[src/rtl/smpq_pkg.sv]
package smpq_pkg;

  // Store geometry.
  localparam int CAPACITY   = 16;
  localparam int KEY_BITS   = 16;
  localparam int VALUE_BITS = 32;
  localparam int COUNT_BITS = $clog2(CAPACITY + 1);
  localparam int OP_BITS    = 2;
  localparam int STAT_BITS  = 2;

  // Operation codes.
  localparam logic [OP_BITS-1:0] OP_PUSH = 2'd0;
  localparam logic [OP_BITS-1:0] OP_POP  = 2'd1;
  localparam logic [OP_BITS-1:0] OP_PEEK = 2'd2;

  // Status codes.
  localparam logic [STAT_BITS-1:0] ST_OK    = 2'd0;
  localparam logic [STAT_BITS-1:0] ST_FULL  = 2'd1;
  localparam logic [STAT_BITS-1:0] ST_EMPTY = 2'd2;

  // Input word.
  typedef struct packed {
    logic [OP_BITS-1:0]           operation;
    logic signed [KEY_BITS-1:0]   entry_key;
    logic [VALUE_BITS-1:0]        entry_value;
  } smpq_in_t;

  // Result word.
  typedef struct packed {
    logic [VALUE_BITS-1:0]        out_value;
    logic signed [KEY_BITS-1:0]   out_key;
    logic                         out_valid;
    logic [COUNT_BITS-1:0]        element_count;
    logic [STAT_BITS-1:0]         status;
  } smpq_out_t;

  // Command broadcast to every cell of the row.
  typedef struct packed {
    logic                         push;
    logic                         pop;
    logic signed [KEY_BITS-1:0]   new_key;
    logic [VALUE_BITS-1:0]        new_value;
  } smpq_cmd_t;

endpackage

[src/rtl/stable_max_priority_queue.sv]
// Stable bounded max-priority queue. Entries sit in a row of cells in
// serving order, cell 0 holding the oldest entry of the highest key. Every
// cell compares its key with a pushed key in the same cycle, so the block
// accepts one word per clock while the output register is free or being
// read; the compare and the shift select across the cell row are combinational.
// Each accepted word yields one result word in the output register on the
// next cycle, and a new word is taken while that result is being read.
// Push to a full queue is dropped with status full; pop or peek on an empty
// queue returns status empty with out_valid low. No clearing pass follows
// reset: occupancy comes from the element count.
module stable_max_priority_queue (
  input  logic                clk_i,
  input  logic                rst_ni,
  input  logic                in_valid_i,
  output logic                in_ready_o,
  input  smpq_pkg::smpq_in_t  in_data_i,
  output logic                out_valid_o,
  input  logic                out_ready_i,
  output smpq_pkg::smpq_out_t out_data_o
);

  localparam int N = smpq_pkg::CAPACITY;

  logic [smpq_pkg::COUNT_BITS-1:0]      count_q, count_d;
  logic                                 res_valid_q;
  smpq_pkg::smpq_out_t                  res_q, res_d;
  smpq_pkg::smpq_cmd_t                  cmd;
  logic                                 in_fire;
  logic                                 full, empty;

  logic                                 occ  [N];
  logic                                 keep [N];
  logic signed [smpq_pkg::KEY_BITS-1:0] key  [N];
  logic [smpq_pkg::VALUE_BITS-1:0]      val  [N];

  // A new word is taken whenever the output register frees up this cycle.
  assign in_ready_o = !res_valid_q || out_ready_i;
  assign in_fire    = in_valid_i && in_ready_o;

  assign full  = (count_q == smpq_pkg::COUNT_BITS'(N));
  assign empty = (count_q == '0);

  // Decode the word into a row command and the result.
  always_comb begin
    cmd.push      = 1'b0;
    cmd.pop       = 1'b0;
    cmd.new_key   = in_data_i.entry_key;
    cmd.new_value = in_data_i.entry_value;
    count_d       = count_q;
    res_d.out_value = '0;
    res_d.out_key   = '0;
    res_d.out_valid = 1'b0;
    res_d.status    = smpq_pkg::ST_OK;
    case (in_data_i.operation)
      smpq_pkg::OP_PUSH: begin
        if (full) begin
          res_d.status = smpq_pkg::ST_FULL;
        end else begin
          cmd.push = in_fire;
          count_d  = count_q + 1'b1;
        end
      end
      smpq_pkg::OP_POP, smpq_pkg::OP_PEEK: begin
        if (empty) begin
          res_d.status = smpq_pkg::ST_EMPTY;
        end else begin
          res_d.out_value = val[0];
          res_d.out_key   = key[0];
          res_d.out_valid = 1'b1;
          if (in_data_i.operation == smpq_pkg::OP_POP) begin
            cmd.pop = in_fire;
            count_d = count_q - 1'b1;
          end
        end
      end
      default: begin
        // Unused code: no change to the store.
      end
    endcase
    res_d.element_count = count_d;
  end

  // The row of cells.
  for (genvar i = 0; i < N; i++) begin : g_cell
    logic                                 prev_keep;
    logic signed [smpq_pkg::KEY_BITS-1:0] left_key, right_key;
    logic [smpq_pkg::VALUE_BITS-1:0]      left_val, right_val;

    assign occ[i] = (smpq_pkg::COUNT_BITS'(i) < count_q);

    if (i == 0) begin : g_head
      assign prev_keep = 1'b1;
      assign left_key  = cmd.new_key;
      assign left_val  = cmd.new_value;
    end else begin : g_body
      assign prev_keep = keep[i-1];
      assign left_key  = key[i-1];
      assign left_val  = val[i-1];
    end

    if (i == N - 1) begin : g_tail
      assign right_key = '0;
      assign right_val = '0;
    end else begin : g_mid
      assign right_key = key[i+1];
      assign right_val = val[i+1];
    end

    smpq_cell u_cell (
      .clk_i         (clk_i),
      .cmd_i         (cmd),
      .occupied_i    (occ[i]),
      .prev_keep_i   (prev_keep),
      .left_key_i    (left_key),
      .left_value_i  (left_val),
      .right_key_i   (right_key),
      .right_value_i (right_val),
      .keep_o        (keep[i]),
      .key_o         (key[i]),
      .value_o       (val[i])
    );
  end

  // Element count and output valid.
  always_ff @(posedge clk_i or negedge rst_ni) begin
    if (!rst_ni) begin
      count_q     <= '0;
      res_valid_q <= 1'b0;
    end else begin
      if (in_fire) begin
        count_q     <= count_d;
        res_valid_q <= 1'b1;
      end else if (out_ready_i) begin
        res_valid_q <= 1'b0;
      end
    end
  end

  // Result payload.
  always_ff @(posedge clk_i) begin
    if (in_fire) begin
      res_q <= res_d;
    end
  end

  assign out_valid_o = res_valid_q;
  assign out_data_o  = res_q;

endmodule

[src/rtl/smpq_cell.sv]
module smpq_cell (
  input  logic                                 clk_i,
  input  smpq_pkg::smpq_cmd_t                  cmd_i,
  input  logic                                 occupied_i,
  input  logic                                 prev_keep_i,
  input  logic signed [smpq_pkg::KEY_BITS-1:0] left_key_i,
  input  logic [smpq_pkg::VALUE_BITS-1:0]      left_value_i,
  input  logic signed [smpq_pkg::KEY_BITS-1:0] right_key_i,
  input  logic [smpq_pkg::VALUE_BITS-1:0]      right_value_i,
  output logic                                 keep_o,
  output logic signed [smpq_pkg::KEY_BITS-1:0] key_o,
  output logic [smpq_pkg::VALUE_BITS-1:0]      value_o
);

  logic signed [smpq_pkg::KEY_BITS-1:0] key_q, key_d;
  logic [smpq_pkg::VALUE_BITS-1:0]      value_q, value_d;

  // A stored entry of equal or higher key stays ahead of a new one.
  assign keep_o = occupied_i && (key_q >= cmd_i.new_key);

  // Push: hold, take the new entry at the insertion point, or shift right.
  // Pop: every cell takes its right neighbor.
  always_comb begin
    key_d   = key_q;
    value_d = value_q;
    if (cmd_i.push) begin
      if (!keep_o) begin
        if (prev_keep_i) begin
          key_d   = cmd_i.new_key;
          value_d = cmd_i.new_value;
        end else begin
          key_d   = left_key_i;
          value_d = left_value_i;
        end
      end
    end else if (cmd_i.pop) begin
      key_d   = right_key_i;
      value_d = right_value_i;
    end
  end

  always_ff @(posedge clk_i) begin
    key_q   <= key_d;
    value_q <= value_d;
  end

  assign key_o   = key_q;
  assign value_o = value_q;

endmodule

[config.mk]
export PLATFORM = sky130hd
export DESIGN_NAME = stable_max_priority_queue
export DESIGN_NICKNAME = d
export VERILOG_FILES = /design/src/rtl/smpq_pkg.sv /design/src/rtl/stable_max_priority_queue.sv /design/src/rtl/smpq_cell.sv
export SDC_FILE = /design/constraint.sdc
export NUM_CORES = 2
export LEC_CHECK = 0
export ABC_AREA = 1
export ABC_CLOCK_PERIOD_IN_PS = 7250
export BUFFER_PORTS_ARGS = -buffer_cell sky130_fd_sc_hd__buf_2
export CAP_MARGIN = 20
export CORE_MARGIN = 3
export CORE_UTILIZATION = 55
export DETAILED_ROUTE_END_ITERATION = 6
export GPL_TIMING_DRIVEN = 0
export PLACE_DENSITY_LB_ADDON = 0.2
export SLEW_MARGIN = 20
export SYNTH_ARGS = -nofsm -noshare
export SYNTH_HDL_FRONTEND = slang
export SYNTH_SLANG_ARGS = --single-unit
[constraint.sdc]
create_clock -name clk_i -period 7.25 [get_ports clk_i]
set_input_delay 0.3625 -clock clk_i [delete_from_list [all_inputs] [get_ports clk_i]]
set_output_delay 0.3625 -clock clk_i [all_outputs]
set_load 0.01 [all_outputs]
# After elaboration in Yosys (flattened, before gate mapping)
# Cells that the tools add are included.
# word_totals
regBits,830
input_bits,54
output_inout_bits,58
wordCells,275
# classes
addsub,2
n_lt_le_gt_ge,32
n_eq_ne,19
n_mux,141
bitwise_logic,1
n_reduce_logical,41
# ops
operator,n
two-way mux 32 bit,63
two-way mux 16 bit,63
greater-or-equal comparator 16 bit,16
"< comparator 4 x 5 -> 1 bit, first input constant",8
"!= test 2 bit, second input constant",16
AND reduction 2 bit,16
"< comparator 3 x 5 -> 1 bit, first input constant",4
logical AND 1 bit,17
two-way mux 5 bit,3
"< comparator 1 x 5 -> 1 bit, first input constant",2
"< comparator 2 x 5 -> 1 bit, first input constant",2
one-hot mux 5 bit (2 select lines),1
two-way mux 1 bit,9
"adder 5 x 1 -> 5 bit, second input constant",1
"== test 5 bit, second input constant",1
zero test 5 bit,1
"subtractor 5 x 1 -> 5 bit, second input constant",1
one-hot mux 2 bit (2 select lines),1
nonzero test 2 bit,2
OR reduction 2 bit,2
"== test 2 x 1 -> 1 bit, second input constant",1
"== test 2 bit, second input constant",1
zero test 2 bit,1
two-way mux 2 bit,1
3 further kinds,3

# Logic depth before layout (Yosys ltp)
# depth
depth_word,8
ltp_mapped,20
ltp_nobuf,18

# By module
# Synthesis repeated with hierarchy kept, for this count alone.
# hier_totals
cells_unflattened,5865
hier_area_um2,49133.4
# by_module_without_submodules
mod,n_inst,cells_each,area_each_um2,seq_area_each_um2
smpq_cell (g_cell[0].u_cell ...),11,348,2887.8,1441.4
smpq_cell (g_cell[5].u_cell ...),5,348,2890.3,1441.4
stable_max_priority_queue,1,297,2916.5,1831.8

# Worst setup path after synthesis
# Ideal clock, no wire load.
# synth_path
path_type,input to register
from,input port in_data_i[41] (netlist name)
to,register g_cell[14].u_cell.key_q (netlist bit g_cell[14].u_cell.key_o[0]) (enable)
setup_ps,520
arrival_ps,5272
t_required_ps,6730
path_slack_ps,1458
path_stages,14
path_buffers,1
cell_sequence,inv_1 > ha_1 > nand2_1 > inv_1 > o21ai_0 > a21oi_1 > nor2_1 > nand2_1 > nand2_1 > nand3_1 > nand2_1 > buf_4 > inv_1 > o21ai_0
# synth_via
elab_chain_cells,4
# synth_rtl
element,line_no,source
start: declaration,stable_max_priority_queue.sv:16,"input smpq_pkg::smpq_in_t in_data_i,"
greater-or-equal comparator 16 bit,smpq_cell.sv:19,assign keep_o = occupied_i && (key_q >= cmd_i.new_key);
logical AND 1 bit,smpq_cell.sv:19,
!= test 2 bit (no source line),--,
AND reduction 2 bit (no source line),--,
end signal: assignment,smpq_cell.sv:43,key_q <= key_d;
end: declaration,smpq_cell.sv:15,"logic signed [smpq_pkg::KEY_BITS-1:0] key_q, key_d;"
# Every way passes these cells.
# A chain may end at the register's enable or synchronous reset.

# Worst setup path in the final report
# layout_path
from,register count_q[1] (netlist name)
to,register g_cell[15].u_cell.value_q (netlist bit g_cell[15].u_cell.value_o[19]) (enable)
# layout_via
elab_chain_cells,5
word_cells_on_any_way,11
classes_between,order compare: 1; eq/ne: 2; mux: 4; reduce/logical: 4
# layout_rtl
element,line_no,source
start: declaration,stable_max_priority_queue.sv:24,"logic [smpq_pkg::COUNT_BITS-1:0] count_q, count_d;"
start signal: assignment,stable_max_priority_queue.sv:131,count_q <= count_d;
"parallel branches: the longest is 4 deep, another holds < comparator 4 x 5 -> 1 bit",--,
AND reduction 2 bit (no source line) (*),--,
end signal: assignment,smpq_cell.sv:44,value_q <= value_d;
end: declaration,smpq_cell.sv:16,"logic [smpq_pkg::VALUE_BITS-1:0] value_q, value_d;"
# Every way passes the cells marked *.

==> flow_results.org <==
** Run status
- Result of the run :: complete, but fails checks
- The checks that failed: antenna rules.

** Synthesis
- Synthesis produced 6541 cells.
- Of the post-synthesis cell area, the dominant cell type holds 0.492.
- Synthesized area divided by synthesized cell count :: 7.68 um^2
- In this run the cell area of the synthesized design comes to 50200 um^2.
- Synthesized net count :: 6857
- During synthesis, Yosys emitted a total of 0 warnings.
- Counting flops and latches in the post-synthesis netlist gives 830.
- Synth unique cells :: 37
- Of the synthesized area, sequential elements account for 0.495.
- In the post-synthesis netlist, the biggest area contributors are sky130_fd_sc_hd__edfxtp_1 (49%), sky130_fd_sc_hd__nand2_1 (28%), sky130_fd_sc_hd__ha_1 (6.5%), sky130_fd_sc_hd__inv_1 (6.1%), sky130_fd_sc_hd__buf_2 (1.7%).
- Of all cell types, the one taking the most synthesized area is sky130_fd_sc_hd__edfxtp_1.

** Route
- For this block, wires on met1 add up to 63000 um.
- Highest routed metal layer :: met4
- Using the TritonRoute via totals, the vias-per-cell ratio works out to 4.99.
- In this run the remaining antenna-violating nets after routing total 1.
- For this block, the routed nets add up to 136000 um of wire.
- The routed design uses 12400 um of met3 wire.
- The pre-antenna-repair detailed-routing pass consisted of 6 iterations.
- Routed wl met2 :: 57600 um
- For this run, design rule violations remaining after detail routing come to 0.
- Average wire per cell in the routed design :: 17.0 um
- For this block, the via count after detailed routing is 40040.
- DRT iter0 DRCs :: 4051

** Power and ir drop
- Highest ir drop seen on vdd :: 156 uV
- PD cells :: 236 nW/um^2
- Overall power of the completed layout :: 13.1 mW
- The analysis attributes to cell leakage a power of 32.1 nW.

** GRT
- The via count of the first global-routing pass was 37268.
- Entering global routing, the biggest net connects 36 pins.
- The first global-routing pass estimated 209000 um of wire.
- Total congestion overflow after global routing :: 0
- In the global route stage, overall resource usage came out at 0.286.
- Antenna violations before repair :: 5

** Floorplanning
- Standard-cell row count :: 110
- I/O pins :: 112
- Measured along the y axis, the die boundary spans 308 um.
- The total area inside the core boundary comes to 90300 um^2.
- The initial utilization of the core area, before any placement, comes to 0.556.
- Die area :: 95000 um^2
- The die is 308 um wide.

** Timing
- Post-Route Skew :: 0.0246 ns
- For the finished layout, the period the worst path requires is 4.29 ns.
- Max transition margin :: 0.257
- Final Worst Setup Slack :: 2.96 ns
- Dividing the final minimum period by the clock period gives 0.592.
- Setup-failing EPs final :: 0
- The number of pins exceeding their max-slew limit in the final report came to 0.
- At the pin with the least slew margin, the transition time is 1.10 ns.
- Count of endpoints failing hold in the final timing report :: 0
- RSZ-0062 raised after global routing :: no
- Max frequency :: 233 MHz

** Worst hold path
- Worst Hold Class :: primary input to async pin

** Layout
- Area grow syn2layout :: 11.0%
- Fill cells in the final layout number 8131.
- Final Util :: 0.618
- Registers take 24900 um^2.
- In the layout the commonest cells are sky130_fd_sc_hd__nand2_1 (3708), sky130_fd_sc_hd__edfxtp_1 (824), sky130_fd_sc_hd__inv_1 (820).
- Area of combinational cells with multiple inputs :: 20500 um^2
- With fillers left out, the area of the finished cells amounts to 55800 um^2.
- Layout Nets :: 7083
- Most common cell after layout, fill and taps aside :: sky130_fd_sc_hd__nand2_1
- Of the cells placed in the final design, the portion with a size suffix greater than 1 is 0.0832.

** Clocking
- CTS saw 830 sinks.
- The tree is rooted in a sky130_fd_sc_hd__clkbuf_16.
- Clk Latency, worst-skew pair :: 0.67 ns
- No sink is reached through more buffers than the 3 on the longest clock path.
- The H-tree generated during clock tree synthesis spans 3 levels.
- After clock tree synthesis, the repair step resized 0 gates.
- CTS Buf Count :: 92
- CTS tree :: built
- Clk slew on worst S/H paths :: 0.06 ns

** Setup path
- STA classifies the critical path endpoint as a register.
- Worst endpoint required time :: 7.66 ns
- Cells traversed along the worst timing path :: inv_1, ha_1, nand3_2, nor2_1, inv_1, nand2_1, nor2_1, nand3_1, clkbuf_1, nand2_2, buf_12
- At the worst endpoint, the arrival time is 4.70 ns.
- Cell family with most CP delay :: simple AND/OR/NAND/NOR gates
- Worst-path maximum fanout :: 29
- CP max stage delay :: 0.89 ns
- Launching element type of the critical path :: register
- Counting both buffers and inverters, the worst setup path holds a total of 4.
- The critical path is of the register to register type.
- Library cell contributing the largest single delay on the critical path :: sky130_fd_sc_hd__clkbuf_1

** Place
- Once detailed placement completed, the half-perimeter wirelength came to 111000 um.
- Number of input and output port buffers inserted :: 111
- Dpl cell area :: 52700 um^2
- OpenSTA, run right after detailed placement, puts the worst setup slack at 3.10 ns.
- Global placement routability congestion :: 0.989

** Job
- Max-cap violations in this run came to 0.
==> synthesized netlist by cell type, drive strengths merged <==
cell type / count
nor4: 1
a31oi: 1
o21bai: 18
o22ai: 1
nand3b: 3
o21ai: 90
dfrtp: 6
o221ai: 1
xor2: 1
inv: 824
clkinv: 2
nand2: 3771
nand4: 35
o21a: 2
xnor2: 1
a21oi: 153
o41ai: 1
nor2: 129
nor3: 6
a41oi: 2
buf: 254
edfxtp: 824
ha: 262
nand3: 101
a21o: 4
clkbuf: 48
==> worst register-to-register path, delay by kind of cell, from the launching register on <==
family	cells	cell delay [ns]
AND/OR/NAND/NOR	6	1.84
buffers and inverters	4	1.51
flip-flops	1	0.46
adder cells (fa/ha/maj)	1	0.21
==> cell type report <==
type,count,share of cell area
buffer,302,0.0323
clock buffer,106,0.0426
multi-input combinational,4583,0.368
tap,1176,0.0264
clock inverter,60,0.0118
antenna,6,0.000269
timing repair buffer,132,0.0172
sequential,830,0.446
inverter,826,0.0556
==> cells by family (layout without fill, tap and decap cells) <==
group           after synthesis  in the layout  synth area share
compound gates              273            273            0.0287
xor+xnor                      2              2          0.000349
other cells                   0              6                 0
simple gates               4046           4046             0.313
buf+inv                    1128           1426            0.0976
fa+ha+maj                   262            262            0.0652
flops                       830            830             0.495
==> state kept, by name, summed over array words and instances (netlist names) <==
signal and flops:
count_q 5, g_cell.u_cell.value_o 512, out_valid_o 1, g_cell.u_cell.key_o 256
out_data_o 56
==> worst paths after layout <==
path	from	to	slack [ns]	depth (start not counted)
setup reg to reg	count_q[1]	g_cell[15].u_cell.value_o[19]	2.96	11
min in group clk_i	in_valid_i	out_valid_o	0.10	3
max in group asynchronous	rst_ni	out_valid_o	7.01	2
hold / removal	rst_ni	count_q[2]	0.07	2
hold reg to reg	g_cell[15].u_cell.value_o[8]	g_cell[14].u_cell.value_o[8]	0.51	2
setup / recovery	count_q[1]	g_cell[15].u_cell.value_o[19]	2.96	11
==> timing repair <==
action / CTS / global route
hold buffers: 2 / 0
setup buffers: 0 / 0
hold endpoints to repair: 7 / 0
==> stage by stage <==
step,TNS (ns),hold WS (ns),std cells
final,0,0.0750,8021
after global placement,-57.06,0.210,7828
after global routing,0,0.0785,8015
after floorplan,0,0.0669,6541
after detailed placement,0,0.209,7847
after CTS,0,0.0451,8015
==> metal layers <==
layer	vias up	track usage
li1	20703	-
met3	191	0.0359
met2	1519	0.435
met4	0	0.0830
met1	17627	0.429
met5	-	0
==> power breakdown <==
group | internal (mW) | switching [mW]
clock network | 2.81 | 1.96
logic | 0.743 | 1.74
registers | 5.74 | 0.152
total | 9.29 | 3.85
Note: power is estimated with default switching activity, not from simulation.
